**config.mk**
```make
export PLATFORM = sky130hd
export DESIGN_NAME = cpb_leaky_bucket_delay
export DESIGN_NICKNAME = d
export VERILOG_FILES = /design/src/rtl/cbd_pkg.sv /design/src/rtl/cbd_div.sv /design/src/rtl/cpb_leaky_bucket_delay.sv
export SDC_FILE = /design/constraint.sdc
export NUM_CORES = 1
export LEC_CHECK = 0
export ABC_CLOCK_PERIOD_IN_PS = 6800
export BUFFER_PORTS_ARGS = -buffer_cell sky130_fd_sc_hd__buf_2
export CAP_MARGIN = 20
export CORE_UTILIZATION = 35
export DETAILED_ROUTE_END_ITERATION = 8
export GPL_ROUTABILITY_DRIVEN = 0
export MAX_ROUTING_LAYER = met4
export PLACE_DENSITY_LB_ADDON = 0.05
export SETUP_SLACK_MARGIN = 0.1
export SLEW_MARGIN = 0
export SYNTH_ARGS = -nofsm -noshare
export SYNTH_HDL_FRONTEND = slang
export SYNTH_SLANG_ARGS = --single-unit
export TNS_END_PERCENT = 50
```
**constraint.sdc**
```tcl
create_clock -name clk -period 6.8 [get_ports clk]
set_input_delay 1.36 -clock clk [delete_from_list [all_inputs] [get_ports clk]]
set_output_delay 1.36 -clock clk [all_outputs]
set_load 0.01 [all_outputs]
```
**src/rtl/cbd_pkg.sv**
```systemverilog
// Shared types and constants for the coded-picture buffer delay block.
package cbd_pkg;

    // Width of one frame size in bytes and of the drain scale factor.
    localparam int BYTES_W   = 24;
    localparam int SCALE_W   = 23;
    localparam int PRODUCT_W = BYTES_W + SCALE_W;
    localparam int LEVEL_W   = 32;
    localparam int PERIOD_W  = 24;
    localparam int RATE_W    = 32;
    localparam int CFG_W     = 32;
    localparam int CFG_IDX_W = 2;

    // Bits per byte times microseconds per second.
    localparam logic [SCALE_W-1:0] DRAIN_SCALE = 23'd8000000;

    // Configuration register indexes.
    localparam logic [CFG_IDX_W-1:0] CFG_ENABLE     = 2'd0;
    localparam logic [CFG_IDX_W-1:0] CFG_BIT_RATE   = 2'd1;
    localparam logic [CFG_IDX_W-1:0] CFG_BUFFER_LEN = 2'd2;
    localparam logic [CFG_IDX_W-1:0] CFG_PERIOD     = 2'd3;

    // Configuration values after reset.
    localparam logic                RST_ENABLE     = 1'b1;
    localparam logic [RATE_W-1:0]   RST_BIT_RATE   = 32'd1000000;
    localparam logic [LEVEL_W-1:0]  RST_BUFFER_LEN = 32'd1000000;
    localparam logic [PERIOD_W-1:0] RST_PERIOD     = 24'd40000;

    // Sequencer states.
    typedef enum logic [2:0] {
        ST_IDLE,
        ST_MUL,
        ST_START,
        ST_WAIT,
        ST_FINISH
    } cbd_state_t;

    // Status of the serial divider.
    typedef struct packed {
        logic busy;
        logic done;
    } cbd_div_stat_t;

endpackage

```
**src/rtl/cbd_div.sv**
```systemverilog
// Radix-2 restoring serial divider, one quotient bit per cycle.
module cbd_div #(
    parameter int DVD_W = 47,
    parameter int DVS_W = 32
) (
    input  logic                 clk,
    input  logic                 rst_n,
    input  logic                 start,
    input  logic [DVD_W-1:0]     dividend,
    input  logic [DVS_W-1:0]     divisor,
    output cbd_pkg::cbd_div_stat_t stat,
    output logic [DVD_W-1:0]     quotient
);

    localparam int CNT_W = $clog2(DVD_W + 1);

    logic [CNT_W-1:0] cnt_reg, cnt_next;
    logic             done_reg, done_next;
    logic [DVS_W-1:0] rem_reg, rem_next;
    logic [DVD_W-1:0] quo_reg, quo_next;
    logic [DVS_W-1:0] dvs_reg, dvs_next;

    logic [DVS_W:0]   shifted;
    logic [DVS_W:0]   diff;
    logic             ge;

    // The dividend register shifts out its top bit and takes the quotient bit in.
    assign shifted = {rem_reg, quo_reg[DVD_W-1]};
    assign diff    = shifted - {1'b0, dvs_reg};
    assign ge      = (shifted >= {1'b0, dvs_reg});

    always_comb
    begin
        cnt_next  = cnt_reg;
        done_next = 1'b0;
        rem_next  = rem_reg;
        quo_next  = quo_reg;
        dvs_next  = dvs_reg;
        if (start)
        begin
            cnt_next = CNT_W'(DVD_W);
            rem_next = '0;
            quo_next = dividend;
            dvs_next = divisor;
        end
        else if (cnt_reg != '0)
        begin
            cnt_next  = cnt_reg - CNT_W'(1);
            done_next = (cnt_reg == CNT_W'(1));
            rem_next  = ge ? diff[DVS_W-1:0] : shifted[DVS_W-1:0];
            quo_next  = {quo_reg[DVD_W-2:0], ge};
        end
    end

    always_ff @(posedge clk or negedge rst_n)
    begin
        if (!rst_n)
        begin
            cnt_reg  <= '0;
            done_reg <= 1'b0;
        end
        else
        begin
            cnt_reg  <= cnt_next;
            done_reg <= done_next;
        end
    end

    always_ff @(posedge clk)
    begin
        rem_reg <= rem_next;
        quo_reg <= quo_next;
        dvs_reg <= dvs_next;
    end

    assign stat.busy = (cnt_reg != '0);
    assign stat.done = done_reg;
    assign quotient  = quo_reg;

endmodule

```
**src/rtl/cpb_leaky_bucket_delay.sv**
```systemverilog
// Top level of the coded-picture buffer leaky-bucket delay block.
//
// Each request on the input channel (in_valid/in_ready) carries one coded
// frame: its size in bytes and an intra flag. Each one yields exactly one
// request on the output channel (out_valid/out_ready) with the delay in
// microseconds, a valid flag and underflow/overflow flags.
// A frame that enters the model passes these steps after acceptance: scale
// the byte count, start the divider, wait in the radix-2 serial divider,
// see the divider finish, and clamp and update the level. Frames that are
// passed through (block disabled, or no intra frame seen yet) skip the
// scaling and the divider and go straight to loading the output register.
// One frame is handled at a time: the next is not accepted before the last
// has been loaded into the output register.
// The result sits in an output register; the next frame is accepted while it
// waits, and a stalled receiver only holds the block once a second result is
// ready. Reset clears the buffer level, forgets any intra frame seen and
// loads the default configuration. Configuration writes on cfg_we/cfg_addr/
// cfg_wdata take effect at once and are meant for an idle block.
module cpb_leaky_bucket_delay (
    input  logic                          clk,
    input  logic                          rst_n,
    input  logic                          cfg_we,
    input  logic [cbd_pkg::CFG_IDX_W-1:0] cfg_addr,
    input  logic [cbd_pkg::CFG_W-1:0]     cfg_wdata,
    input  logic                          in_valid,
    output logic                          in_ready,
    input  logic [cbd_pkg::BYTES_W-1:0]   frame_bytes,
    input  logic                          is_intra,
    output logic                          out_valid,
    input  logic                          out_ready,
    output logic [cbd_pkg::LEVEL_W-1:0]   delay_us,
    output logic                          delay_valid,
    output logic                          underflow,
    output logic                          overflow
);

    localparam int PW = cbd_pkg::PRODUCT_W;
    localparam int LW = cbd_pkg::LEVEL_W;

    // Configuration registers.
    logic                            enable_reg;
    logic [cbd_pkg::RATE_W-1:0]      bit_rate_reg;
    logic [LW-1:0]                   length_reg;
    logic [cbd_pkg::PERIOD_W-1:0]    period_reg;

    // Sequencer and model state.
    cbd_pkg::cbd_state_t state_reg, state_next;
    logic                started_reg, started_next;
    logic [LW-1:0]       level_reg, level_next;
    logic                bypass_reg, bypass_next;

    // Frame data and scaled byte count.
    logic [cbd_pkg::BYTES_W-1:0] bytes_reg, bytes_next;
    logic [PW-1:0]               product_reg, product_next;

    // Output register.
    logic          out_valid_reg, out_valid_next;
    logic [LW-1:0] delay_reg, delay_next;
    logic          dvalid_reg, dvalid_next;
    logic          under_reg, under_next;
    logic          over_reg, over_next;

    // Sequencer outputs.
    logic accept;
    logic mul_en;
    logic div_start;
    logic load_out;

    cbd_pkg::cbd_div_stat_t div_stat;
    logic [PW-1:0]          quotient;

    // Level update.
    logic [LW:0]   gained;
    logic [LW:0]   remain;
    logic          drain_over;
    logic          fill_over;
    logic [LW-1:0] new_level;
    logic          out_free;

    cbd_div #(
        .DVD_W (PW),
        .DVS_W (cbd_pkg::RATE_W)
    ) u_div (
        .clk      (clk),
        .rst_n    (rst_n),
        .start    (div_start),
        .dividend (product_reg),
        .divisor  (bit_rate_reg),
        .stat     (div_stat),
        .quotient (quotient)
    );

    assign out_free = !out_valid_reg || out_ready;

    // Next state.
    always_comb
    begin
        state_next = state_reg;
        case (state_reg)
            cbd_pkg::ST_IDLE:
            begin
                if (in_valid)
                begin
                    state_next = bypass_next ? cbd_pkg::ST_FINISH : cbd_pkg::ST_MUL;
                end
            end
            cbd_pkg::ST_MUL:
            begin
                state_next = cbd_pkg::ST_START;
            end
            cbd_pkg::ST_START:
            begin
                state_next = cbd_pkg::ST_WAIT;
            end
            cbd_pkg::ST_WAIT:
            begin
                if (div_stat.done)
                begin
                    state_next = cbd_pkg::ST_FINISH;
                end
            end
            cbd_pkg::ST_FINISH:
            begin
                if (out_free)
                begin
                    state_next = cbd_pkg::ST_IDLE;
                end
            end
            default:
            begin
                state_next = cbd_pkg::ST_IDLE;
            end
        endcase
    end

    // Sequencer outputs.
    always_comb
    begin
        in_ready  = 1'b0;
        mul_en    = 1'b0;
        div_start = 1'b0;
        load_out  = 1'b0;
        case (state_reg)
            cbd_pkg::ST_IDLE:   in_ready  = 1'b1;
            cbd_pkg::ST_MUL:    mul_en    = 1'b1;
            cbd_pkg::ST_START:  div_start = 1'b1;
            cbd_pkg::ST_WAIT:   ;
            cbd_pkg::ST_FINISH: load_out  = out_free;
            default:            ;
        endcase
    end

    assign accept = in_valid && in_ready;

    // The drain in microseconds is the quotient; a level below zero clamps to
    // zero, and one above the full length clamps to the length.
    assign gained     = {1'b0, level_reg} + {{(LW + 1 - cbd_pkg::PERIOD_W){1'b0}}, period_reg};
    assign drain_over = (quotient > {{(PW - LW - 1){1'b0}}, gained});
    assign remain     = gained - quotient[LW:0];
    assign fill_over  = !drain_over && (remain > {1'b0, length_reg});

    always_comb
    begin
        if (drain_over)
        begin
            new_level = '0;
        end
        else if (fill_over)
        begin
            new_level = length_reg;
        end
        else
        begin
            new_level = remain[LW-1:0];
        end
    end

    // Frame acceptance, level update and output register.
    always_comb
    begin
        bypass_next    = !enable_reg || (!started_reg && !is_intra);
        started_next   = started_reg;
        level_next     = level_reg;
        bytes_next     = bytes_reg;
        product_next   = product_reg;
        out_valid_next = out_valid_reg;
        delay_next     = delay_reg;
        dvalid_next    = dvalid_reg;
        under_next     = under_reg;
        over_next      = over_reg;

        if (accept)
        begin
            bytes_next = frame_bytes;
            // The first intra frame fills the bucket before its own drain.
            if (!bypass_next && !started_reg)
            begin
                started_next = 1'b1;
                level_next   = length_reg;
            end
        end

        if (mul_en)
        begin
            product_next = PW'(bytes_reg) * PW'(cbd_pkg::DRAIN_SCALE);
        end

        if (out_ready)
        begin
            out_valid_next = 1'b0;
        end

        if (load_out)
        begin
            out_valid_next = 1'b1;
            if (bypass_reg)
            begin
                delay_next  = '0;
                dvalid_next = 1'b0;
                under_next  = 1'b0;
                over_next   = 1'b0;
            end
            else
            begin
                level_next  = new_level;
                delay_next  = new_level;
                dvalid_next = 1'b1;
                under_next  = drain_over;
                over_next   = fill_over;
            end
        end
    end

    always_ff @(posedge clk or negedge rst_n)
    begin
        if (!rst_n)
        begin
            state_reg     <= cbd_pkg::ST_IDLE;
            started_reg   <= 1'b0;
            level_reg     <= '0;
            bypass_reg    <= 1'b0;
            out_valid_reg <= 1'b0;
            enable_reg    <= cbd_pkg::RST_ENABLE;
            bit_rate_reg  <= cbd_pkg::RST_BIT_RATE;
            length_reg    <= cbd_pkg::RST_BUFFER_LEN;
            period_reg    <= cbd_pkg::RST_PERIOD;
        end
        else
        begin
            state_reg     <= state_next;
            started_reg   <= started_next;
            level_reg     <= level_next;
            out_valid_reg <= out_valid_next;
            if (accept)
            begin
                bypass_reg <= bypass_next;
            end
            if (cfg_we)
            begin
                case (cfg_addr)
                    cbd_pkg::CFG_ENABLE:     enable_reg   <= cfg_wdata[0];
                    cbd_pkg::CFG_BIT_RATE:   bit_rate_reg <= cfg_wdata;
                    cbd_pkg::CFG_BUFFER_LEN: length_reg   <= cfg_wdata;
                    cbd_pkg::CFG_PERIOD:     period_reg   <= cfg_wdata[cbd_pkg::PERIOD_W-1:0];
                    default:                 ;
                endcase
            end
        end
    end

    always_ff @(posedge clk)
    begin
        bytes_reg   <= bytes_next;
        product_reg <= product_next;
        delay_reg   <= delay_next;
        dvalid_reg  <= dvalid_next;
        under_reg   <= under_next;
        over_reg    <= over_next;
    end

    assign out_valid   = out_valid_reg;
    assign delay_us    = delay_reg;
    assign delay_valid = dvalid_reg;
    assign underflow   = under_reg;
    assign overflow    = over_reg;

    // One frame at a time: after an acceptance the input side closes.
    a_one_in_flight: assert property (@(posedge clk) disable iff (!rst_n)
        in_valid && in_ready |=> !in_ready)
        else $error("input accepted while a frame was in progress");

    // The divider is never restarted while it is still working.
    a_div_start_idle: assert property (@(posedge clk) disable iff (!rst_n)
        div_start |-> !div_stat.busy)
        else $error("divider started while busy");

    // A clamp goes one way only.
    a_one_clamp: assert property (@(posedge clk) disable iff (!rst_n)
        out_valid |-> !(underflow && overflow))
        else $error("underflow and overflow flagged together");

    // A frame without a delay carries no delay and no flags.
    a_bypass_zero: assert property (@(posedge clk) disable iff (!rst_n)
        out_valid && !delay_valid |-> delay_us == '0 && !underflow && !overflow)
        else $error("passed-through frame carries a delay or a flag");

endmodule
```
==> impl_results.md <==
- Clock-pin slew on the worst setup and hold paths: 0.06 ns
- Number of iterations in the first detailed-routing pass: 5
- Clock sinks: 342
- Clock network latency to the later pin of the worst-skew pair: 0.59 ns
- Delay contributed by the slowest stage of the critical path: 0.59 ns
- Endpoint of the worst-slack reg-to-reg timing path: delay_us[11]
- Highest Signal Layer: met4
- Clock Path Buffers: 3
- Placed cells: 3530
- Hpwl dp: 54500 µm
- Placement Cell Area: between 20000 and 30000 µm²
- Met3 WL: 1910 µm
- First-pass GRT wire length: around 110000 µm
- Worst Hold Depth: 0
- Cell depth of the worst flop-to-flop path: 32
- Run status: complete, no violations
- Required @ worst endpoint: 7.12 ns
- Number of global-route vias before repair: 19500
- Hold-fix buffers at CTS: 0
- Highest-count cells in the layout ignoring fill and taps: sky130_fd_sc_hd__ha_1, sky130_fd_sc_hd__inv_1, sky130_fd_sc_hd__buf_4, sky130_fd_sc_hd__nand2_1, sky130_fd_sc_hd__edfxtp_1
- Period Utilization, post-route: 99.0%
- ANT cells: 0
- Clock root buffer: sky130_fd_sc_hd__clkbuf_16
- Most common cell after layout, fill and taps aside: sky130_fd_sc_hd__ha_1
- Initial core utilization: a little over a third
- Leading area contributor after synthesis: sky130_fd_sc_hd__edfxtp_1
- Portion of the post-synthesis area used by sequential elements: 37.1%
- Number of flip-flops under the largest register name: 47
- Congestion Overflow GR: 0
- Number of distinct library cell variants in the gate-level netlist after synthesis: 89
- Setup-failing EPs final: 0
- Main combinational cell family by area after synthesis: adder cells
- Worst Max-Slew Pin Slew: 0.900 ns
- Cell Rows: 97
- TritonCTS clock tree: done
- DRT iter0 DRCs: 877
- Startpoint of the worst hold path: bit_rate_reg[2]
- Multiplexer share of the synthesized area: roughly 7.6%
- Max-slew violations: 0
- Number of antenna violations at the first check in global routing: 2
- Wirelength per Cell: 19.5 µm
- Category of the critical setup timing path: flop to flop
- TritonCTS buffer count: between 40 and 50
- Post-Route WL: approximately 71000 µm
- Setup repair after global routing missed its margin: true
- Fraction of post-synthesis cell area in the top cell type by area: a little over a fifth
- Worst setup timing slack at the placement stage: -0.351 ns
- Fin cells: 3658
- CTS HTree Levels: 2
- Setup slack on the worst flop-to-flop path: 0.07 ns
- Worst-case clock skew: between 0.02 and 0.025 ns
- Post-Synthesis Cells: approximately 2400
- Share of flip-flops with an asynchronous set or reset after synthesis: 39.2%
- Worst hold path endpoint: u_div.dvs_reg[2]
- Main synth FF type: sky130_fd_sc_hd__edfxtp_1
- Xor and xnor fraction of the mapped netlist area: 4.23%
- Post-synthesis cell area: ~25000 µm²
- Critical path fanouts, max: 6
- Global Route Usage Sum: 20.1%
- Area of the die: between 70000 and 80000 µm²
- Adder-Cell Fraction of Synth Area: 22.0%
- Final-layout setup total negative slack: 0 ns
- Syn avg cell area: 10.5 µm²
- Max-slew headroom: 39.8%
- Synthesized-area fraction occupied by and/or/nand/nor cells: 9.79%
- Type of the tightest min-delay check: flop to flop
- Final nets: 3129
- Horiz. Die Dim: about 270 µm
- Core Area: between 70000 and 80000 µm²
- Reg2reg start: level_reg[1]
- Maximum number of pins on one net before global-route repair: 78
- DIE HEIGHT: between 200 and 300 µm
- Critical Path Start Type: flop
- Worst Setup Slack, final: roughly 0.068 ns
- Number of ports placed on the die boundary: roughly 100
- Fraction of final layout cells sized beyond drive strength 1: 24.5%
- Met2 Routed Length: between 30000 and 40000 µm
- Net count after synthesis: between 2000 and 3000
- Max-capacitance violation count: 0
- Number of nets with antenna violations after detailed routing: 0
- Post-layout min period: 6.73 ns
- Flop and latch count out of synthesis: 342
- Area of all placed cells without fillers: slightly above 30000 µm²
- Growth of design area from synthesis to finish: 21.8%
- Achievable frequency: 149 MHz
- Launch point of the worst path: level_reg[1]
- Number of DRC violations after detailed routing: 0
- Yosys Warn Count: 0
- Vias: around 19000
- Critical path's slowest cell: sky130_fd_sc_hd__or4_4
- Hold violation total from the final report: 0
- Wl on met1: 31600 µm
- Vias per Instance: 5.09
- Critical path endpoint category: flop
- Data arrival time at the worst-slack endpoint: just over 7 ns
- Most area-consuming cells after synthesis: sky130_fd_sc_hd__edfxtp_1, sky130_fd_sc_hd__ha_1, sky130_fd_sc_hd__dfrtp_1
- Number of buffers inserted by port buffering: 100
- Complex-gate fraction of the synthesized area: 14.1%
- Number of enable-type register cells in the synthesized netlist: 176
==> cells by family (layout without fill, tap and decap cells) <==
logic type               count (synthesis)  in the layout
AND/OR/NAND/NOR                        519            519
multiplexers                           176            176
adder cells (fa/ha/maj)                382            382
XOR/XNOR                               121            121
AO/OA/AOI/OAI                          522            522
flip-flops                             342            342
buffers and inverters                  328            656
==> synth_stat cells (22+ instances only) <==
cell / n
sky130_fd_sc_hd__o21ai_0: 115
sky130_fd_sc_hd__a21o_1: 54
sky130_fd_sc_hd__xor2_1: 41
sky130_fd_sc_hd__nor3_1: 41
sky130_fd_sc_hd__a21oi_1: 136
sky130_fd_sc_hd__inv_1: 253
sky130_fd_sc_hd__fa_1: 98
sky130_fd_sc_hd__edfxtp_1: 176
sky130_fd_sc_hd__nand3_1: 31
sky130_fd_sc_hd__mux2_2: 110
sky130_fd_sc_hd__dfrtp_1: 114
sky130_fd_sc_hd__mux2i_1: 65
sky130_fd_sc_hd__dfxtp_1: 32
sky130_fd_sc_hd__a211oi_1: 25
sky130_fd_sc_hd__clkbuf_1: 54
sky130_fd_sc_hd__nand2_1: 188
sky130_fd_sc_hd__nor2_1: 116
sky130_fd_sc_hd__ha_1: 284
sky130_fd_sc_hd__xnor2_1: 80
sky130_fd_sc_hd__nand4_1: 22
sky130_fd_sc_hd__o21a_1: 27
==> per-stage QoR <==
stage               utilization, %  hold WS (ns)
finish                        43.3         0.438
global route                  43.3         0.450
CTS                           42.5         0.442
detailed placement            39.4         0.429
global placement              39.4         0.424
floorplan                        -         0.419
==> final cells by class <==
class	count	area, µm²
fillers	6778	39900
multi-input cells	1720	15200
flip-flops and latches	342	9300
repair buffers	322	2350
clock buffers	58	1270
well taps	940	1180
inverters	253	951
clock inverters	23	278
==> layer usage <==
| layer | vias up | global-route usage (%) |
|---|---|---|
| li1 | 9112 | - |
| met1 | 9126 | 23.9 |
| met2 | 291 | 35.8 |
| met3 | 100 | 2.24 |
| met4 | 0 | 5.29 |
| met5 | - | - |
==> worst max path at each step <==
stage                          endpoint  slack [ns]  depth (start not counted)
after floorplan            delay_us[20]        0.37                         27
after CTS                  delay_us[16]        0.10                         32
after detailed placement   delay_us[27]       -0.35                         29
final                      delay_us[11]        0.07                         32
after global placement     delay_us[26]       -0.30                         29
after global routing      level_reg[17]       -0.21                         34
==> repair_timing <==
item                                    CTS  global route
resized for setup                        69            82
endpoints found under the setup margin   64            69
setup buffers                            31            12
pin swaps                                38            41
gates cloned                              2             2
==> critical path, delay by kind of cell, from the launching register on <==
family                   cells  cell delay [ns]
adder cells (fa/ha/maj)      3             0.76
flip-flops                   1             0.40
buffers and inverters        6             0.92
AO/OA/AOI/OAI               13             2.27
multiplexers                 4             1.00
AND/OR/NAND/NOR              6             1.11
Power is left out: the tool's default activity adds up to more than one toggle a clock period on the data nets, which glitch-free logic cannot reach.
